File: src/rtl/svpwm_pkg.sv
// ----------------------------------------------------------------------------
// SVPWM package
// Shared widths and constants for the space vector PWM duty generator.
// ----------------------------------------------------------------------------
package svpwm_pkg;

   localparam int FracBits = 15;
   localparam int OneVal = 1 << FracBits;
   // Round(sqrt(3)/2 * 2^15).
   localparam logic [15:0] KCoef = 16'd28378;
   // One squared at Q30.
   localparam logic [31:0] OneSq = 32'h4000_0000;
   localparam int SqSteps = 17;
   localparam int DivSteps = 18;

endpackage

File: src/rtl/svpwm_divider.sv
// ----------------------------------------------------------------------------
// SVPWM pipelined divider
// Restoring divider, one quotient bit per stage, unsigned 34 by 17 bits.
// ----------------------------------------------------------------------------
module svpwm_divider (
   input  logic        clock,
   input  logic        reset,
   input  logic        in_valid,
   input  logic [33:0] in_num,
   input  logic [16:0] in_den,
   input  logic [63:0] in_side,
   output logic        out_valid,
   output logic [17:0] out_quo,
   output logic [63:0] out_side
);

   logic [svpwm_pkg::DivSteps:1] valid_ff;
   logic [17:0]                  rem_ff  [1:svpwm_pkg::DivSteps];
   logic [33:0]                  num_ff  [1:svpwm_pkg::DivSteps];
   logic [16:0]                  den_ff  [1:svpwm_pkg::DivSteps];
   logic [17:0]                  quo_ff  [1:svpwm_pkg::DivSteps];
   logic [63:0]                  side_ff [1:svpwm_pkg::DivSteps];

   for (genvar i = 0; i < svpwm_pkg::DivSteps; i++) begin : g_stage
      logic        valid_cur;
      logic [33:0] num_cur;
      logic [16:0] den_cur;
      logic [17:0] quo_cur;
      logic [63:0] side_cur;
      logic [34:0] trial;
      if (i == 0) begin : g_first
         // Quotient fits in 18 bits, so the top numerator bits start the remainder.
         assign valid_cur = in_valid;
         assign num_cur   = in_num;
         assign den_cur   = in_den;
         assign quo_cur   = 18'd0;
         assign side_cur  = in_side;
         assign trial     = {18'd0, in_num[33:17]};
      end else begin : g_next
         assign valid_cur = valid_ff[i];
         assign num_cur   = num_ff[i];
         assign den_cur   = den_ff[i];
         assign quo_cur   = quo_ff[i];
         assign side_cur  = side_ff[i];
         assign trial     = {16'd0, rem_ff[i], num_ff[i][17-i]};
      end
      always_ff @(posedge clock) begin
         if (reset) valid_ff[i+1] <= 1'b0;
         else valid_ff[i+1] <= valid_cur;
         num_ff[i+1]  <= num_cur;
         den_ff[i+1]  <= den_cur;
         side_ff[i+1] <= side_cur;
         if (trial >= {18'd0, den_cur}) begin
            rem_ff[i+1] <= 18'(trial - {18'd0, den_cur});
            quo_ff[i+1] <= {quo_cur[16:0], 1'b1};
         end else begin
            rem_ff[i+1] <= trial[17:0];
            quo_ff[i+1] <= {quo_cur[16:0], 1'b0};
         end
      end
   end

   assign out_valid = valid_ff[svpwm_pkg::DivSteps];
   assign out_quo   = quo_ff[svpwm_pkg::DivSteps];
   assign out_side  = side_ff[svpwm_pkg::DivSteps];

endmodule

File: config.mk
export PLATFORM = sky130hd
export DESIGN_NAME = svpwm_divider
export DESIGN_NICKNAME = d
export VERILOG_FILES = /design/src/rtl/svpwm_pkg.sv /design/src/rtl/svpwm_divider.sv
export SDC_FILE = /design/constraint.sdc
export NUM_CORES = 2
export LEC_CHECK = 0
export ABC_AREA = 1
export BUFFER_PORTS_ARGS = -buffer_cell sky130_fd_sc_hd__clkbuf_2
export CORE_MARGIN = 4
export CORE_UTILIZATION = 65
export DETAILED_ROUTE_END_ITERATION = 12
export HOLD_SLACK_MARGIN = 0.02
export PLACE_DENSITY = 0.88
export SLEW_MARGIN = 20
export SYNTH_ARGS = -nofsm -noshare
export SYNTH_HDL_FRONTEND = slang
export SYNTH_SLANG_ARGS = --single-unit
File: constraint.sdc
create_clock -name clock -period 4.5 [get_ports clock]
set_input_delay 0.225 -clock clock [delete_from_list [all_inputs] [get_ports clock]]
set_output_delay 0.225 -clock clock [all_outputs]
set_load 0.005 [all_outputs]
Word-level counts from Yosys, hierarchy flattened
Memories as Yosys holds them, arrays and structs flattened.
Cells that the tools add are included.
- bits in latches: 0
- output and inout bits: 83
- bits in read-only memories: 0
- memory bits (writable): 2718
- memories kept: 5
- register bits after elaboration: 18
- div/mod/pow operators: 0
- reduce and logical (&&, ||, !) cells: 0
- shift-type cells: 0
- order comparisons: 18
- bitwise operators: 36
- $mul: 0
- equal/unequal tests: 0
- add/subtract/negate cells: 18
- muxes and demuxes: 90
- memories (name ; depth ; bits a word ; read ports ; clocked after Yosys merged registers in ; write ports ; line ; text):
    side_ff ; 18 ; 64 ; 18 ; 0 ; 18 ; svpwm_divider.sv:22 ; logic [63:0] side_ff [1:svpwm_pkg::DivSteps];
    num_ff ; 18 ; 34 ; 17 ; 0 ; 18 ; svpwm_divider.sv:19 ; logic [33:0] num_ff [1:svpwm_pkg::DivSteps];
    quo_ff ; 18 ; 18 ; 18 ; 0 ; 18 ; svpwm_divider.sv:21 ; logic [17:0] quo_ff [1:svpwm_pkg::DivSteps];
    rem_ff ; 18 ; 18 ; 17 ; 0 ; 18 ; svpwm_divider.sv:18 ; logic [17:0] rem_ff [1:svpwm_pkg::DivSteps];
    den_ff ; 18 ; 17 ; 17 ; 0 ; 18 ; svpwm_divider.sv:20 ; logic [16:0] den_ff [1:svpwm_pkg::DivSteps];
- operator list (kind ; number):
    $mux W18 ; 36
    $ge A19 B17 Y1 ; 17
    $sub A18 B17 Y18 ; 17
    $mux W1 ; 54
    $or A1 B1 Y1 ; 36
    $sub A17 B17 Y18 ; 1
    $ge A17 B17 Y1 ; 1

Depth between registers and ports, before layout
An unclocked memory read counts as a cell.
- word-level depth: 5
- mapped depth: 14
- depth with buffers taken out: 14

Least setup slack after synthesis
Ideal clock, no wire load.
- kind: input-to-reg
- start point: in in_num[17]
- end point: reg, netlist name rem_ff[0][27]
- required time: 4.387 ns
- stages: 11
- slack: 2.703 ns
- path buffers: 1
- arrival: 1.684 ns
- cells stage by stage: inv_1 > ha_1 > fa_1 > nand3b_1 > nand2_1 > nand2_1 > nand2_1 > nand2_4 > buf_2 > nand3_1 > nand2_1
- RTL lines (element ; line ; text):
    start: declaration ; svpwm_divider.sv:9 ; input logic [33:0] in_num,

==> qor.txt <==
Worst path most repeated cell -> nand2_1
setup tns final -> 0 ns
GRT Total Usage -> 0.288
FF/Latch Area -> 41800 sq um
Final Cell Area -> 77300 sq um
reg2reg start -> den_ff[0][107]$_DFF_P_
Pwr Density -> 739 nW/um^2
worst skew pair latency -> 0.82 ns
Final Util -> 0.756
dpl ws -> 1.96 ns
Max Root-Sink Buffers -> 3
sequential fraction of design power -> 0.405
CTS root buf -> clkbuf_16
P&R area growth vs syn -> 15.0%
total CTS buffers -> 182
share of layout cells above drive strength 1 -> 0.0825
final setup vio count -> 0
R2R Setup Slk -> 1.69 ns
H-tree depth -> 4
Pint -> 36.7 mW
boundary pin count -> 201
fin crit share -> 0.624
Cells after DPL -> 8917
CP Max Fanout -> 19
Critical-path top delay cell -> dfxtp_1
placed cell area -> 69600 sq um
Die H -> 330 um
Worst Hold End -> side_ff[0][127]$_DFF_P_
Max Fclk -> 0.356 GHz
mapped cell area -> 67200 sq um
commonest non-fill, non-tap cell in the layout -> nand2_1
clock power share -> 0.286
vias in the first global route -> 47843
Synth Instances -> 7386
num rows -> 117
Final WS setup -> 1.69 ns
initial drt markers -> 4243
#FFs+latches synth -> 2089
final wirelength -> 155000 um
first-pass detailed-route iteration total -> 12
leakage power -> 39.7 nW
worst r2r path cells -> 12
DP HPWL -> 104000 um
Comb power frac -> 0.309
Worst Setup Path Type -> flip-flop to flip-flop
gr ovfl total -> 0
largest net degree at the start of global routing -> 20
met2 routed WL -> 76100 um
CP peak stage delay -> 0.47 ns
final hold violations -> 0
first-pass GRT wire length -> 246000 um
initial antenna violation count -> 3
startpoint of the worst hold path -> in_side[63]
Met3 Routed Length -> 10200 um
max cap viols -> 0
ys flop type -> dfxtp_1
Final ANT Viol Nets -> 0
Synth Area per Inst -> 9.10 sq um
register area share after synthesis -> 0.622
Slew @ Worst Pin -> 0.939 ns
Die X -> 330 um
Max Slew Vio Count -> 0
WP data required -> 5.14 ns
vias -> 46868
RSZ-0062 raised after global routing -> false
ys async rst share -> 0
relative slew slack -> 0.368
# fillers -> 6948
run status -> completed
WHS Path Cells -> 2
CTS tree -> done
Worst EP arrival -> 3.45 ns
M1 WL -> 62000 um
DRC viols -> 0
core area -> 102000 sq um
DR top layer -> met5
input/output buffers -> 200
Distinct cells, synth -> 39
Final Net Count -> 8303
syn nets -> 7827
Setup crit end kind -> flip-flop
Clk pin slew, worst setup/hold paths -> 0.08 ns
initial core utilization -> 0.658
switching share of power -> 0.358
clock sink count -> 2089
most frequent cells in the layout -> 2571 x nand2_1, 2089 x dfxtp_1, 1107 x inv_1, 366 x nor2_1, 306 x ha_1
CP cell instances -> inv_1 > ha_1 > nand2_1 > inv_1 > nand2_1 > nand2_1 > nand2_1 > nand2_1 > nand2_1 > nand4_4 > nand2_1 > nand2_1
synth warn -> 0
Die ar. -> 109000 sq um
DR WL/cell -> 16.5 um
reg-to-reg critical path endpoint -> rem_ff[0][127]$_DFF_P_
footprint of the multi-input gates -> 20800 sq um
worst min path class -> input port to flip-flop
GP Congestion -> 0.951
fin crit period -> 2.81 ns
crit start category -> flip-flop
worst vdd ir -> 0.000504 V
post-DR vias/cell -> 5.00
skew final -> 0.0814 ns
Post-synth EDFFs -> 0
Sw Pwr -> 20.4 mW
post-layout instance count excluding filler cells -> 9379
-- worst max path at each step --
stage | cells after the start | end | slack (ns) | start
after global placement | 10 | rem_ff[0][18]$_DFF_P_ | 2.05 | in_num[33]
after detailed placement | 9 | rem_ff[0][54]$_DFF_P_ | 1.96 | den_ff[0][36]$_DFF_P_
after CTS | 9 | rem_ff[0][54]$_DFF_P_ | 1.91 | den_ff[0][36]$_DFF_P_
after floorplan | 11 | rem_ff[0][27]$_DFF_P_ | 2.70 | in_num[17]
final | 12 | rem_ff[0][127]$_DFF_P_ | 1.69 | den_ff[0][107]$_DFF_P_
after global routing | 9 | rem_ff[0][131]$_DFF_P_ | 1.60 | den_ff[0][104]$_DFF_P_
-- power groups by stage --
stage	registers (mW)	clock network [mW]	logic, mW
global route	23.3	17.3	20.0
floorplan	22.6	0	13.2
CTS	23.1	16.5	17.3
detailed placement	23.4	0	16.8
global placement	23.3	0	16.3
finish	23.1	16.3	17.6
-- state kept, by name, summed over array words and instances, names as in the netlist --
signal             count
rem_ff               306
den_ff               289
num_ff               153
quo_ff               171
side_ff             1152
g_stage.valid_cur     17
out_valid              1
-- synthesized netlist by cell type (3+ instances only) --
cell | instances | share of area
nor2_4 | 16 | 0.0027
clkinv_1 | 3 | 0.00017
nand3b_4 | 4 | 0.0012
nand3_2 | 10 | 0.0015
o21ai_0 | 49 | 0.0036
nand3b_1 | 62 | 0.0069
fa_1 | 17 | 0.0051
or2_2 | 16 | 0.0015
xor2_1 | 97 | 0.013
or2_0 | 3 | 0.00028
nand2_1 | 2571 | 0.14
nand4_1 | 23 | 0.0021
dfxtp_1 | 2089 | 0.62
nand4_2 | 11 | 0.0020
inv_2 | 25 | 0.0014
and2_4 | 4 | 0.00052
nand4_4 | 5 | 0.0016
xnor2_1 | 26 | 0.0034
a21oi_1 | 181 | 0.013
buf_4 | 13 | 0.0015
ha_1 | 306 | 0.057
buf_6 | 18 | 0.0030
o21bai_1 | 17 | 0.0019
nand2_2 | 34 | 0.0032
a21oi_2 | 13 | 0.0017
nand3_1 | 236 | 0.018
nor2_1 | 366 | 0.020
nor2_2 | 17 | 0.0016
inv_1 | 1107 | 0.062
nor3_1 | 33 | 0.0025
-- metrics by stage --
step	hold slack, ns	total power, mW
6_report	0.0551	57.1
5_1_grt	0.0408	60.5
4_1_cts	0.0201	56.8
3_5_place_dp	0.312	40.2
3_3_place_gp	0.310	39.6
2_1_floorplan	0.253	35.8
-- logic make-up (layout without fill, tap and decap cells) --
logic type                 Yosys count  in the layout  share of synthesized area
AOI/OAI and AO/OA                  263            263                     0.0212
DFF                               2089           2089                      0.622
buffers and inverters             1172           1795                     0.0686
and+or+nand+nor                   3416           3416                      0.210
xor gates and xnor gates           123            123                     0.0160
other                                0              2                          0
adders and majority gates          323            323                     0.0620
-- what timing repair did --
action                                 in CTS  in global routing
gates resized for setup                     0                  0
hold buffers                              129                  0
setup endpoints to repair                   0                  0
buffers inserted                            0                  0
endpoints found under the hold margin     134                  0
-- layer usage --
metal / global-route usage / vias up
met1: 0.345 / 21305
li1: - / 23281
met3: 0.0501 / 502
met5: 0 / -
met4: 0.125 / 2
met2: 0.509 / 1778
-- layout make-up --
class	count	area share
inverters	1135	0.0551
clock inverters	82	0.0154
repair buffers	329	0.0297
clock buffers	249	0.0673
multi-input cells	4125	0.269
flip-flops and latches	2089	0.541
diodes	2	0.0000648
well taps	1368	0.0222
-- critical path, delay by kind of cell, from the launching register on --
kind / cells / cell delay [ns]
buffers and inverters: 2 / 0.21
adders and majority gates: 1 / 0.42
DFF: 1 / 0.47
and+or+nand+nor: 9 / 1.53
(Power assumes the default switching activity.)
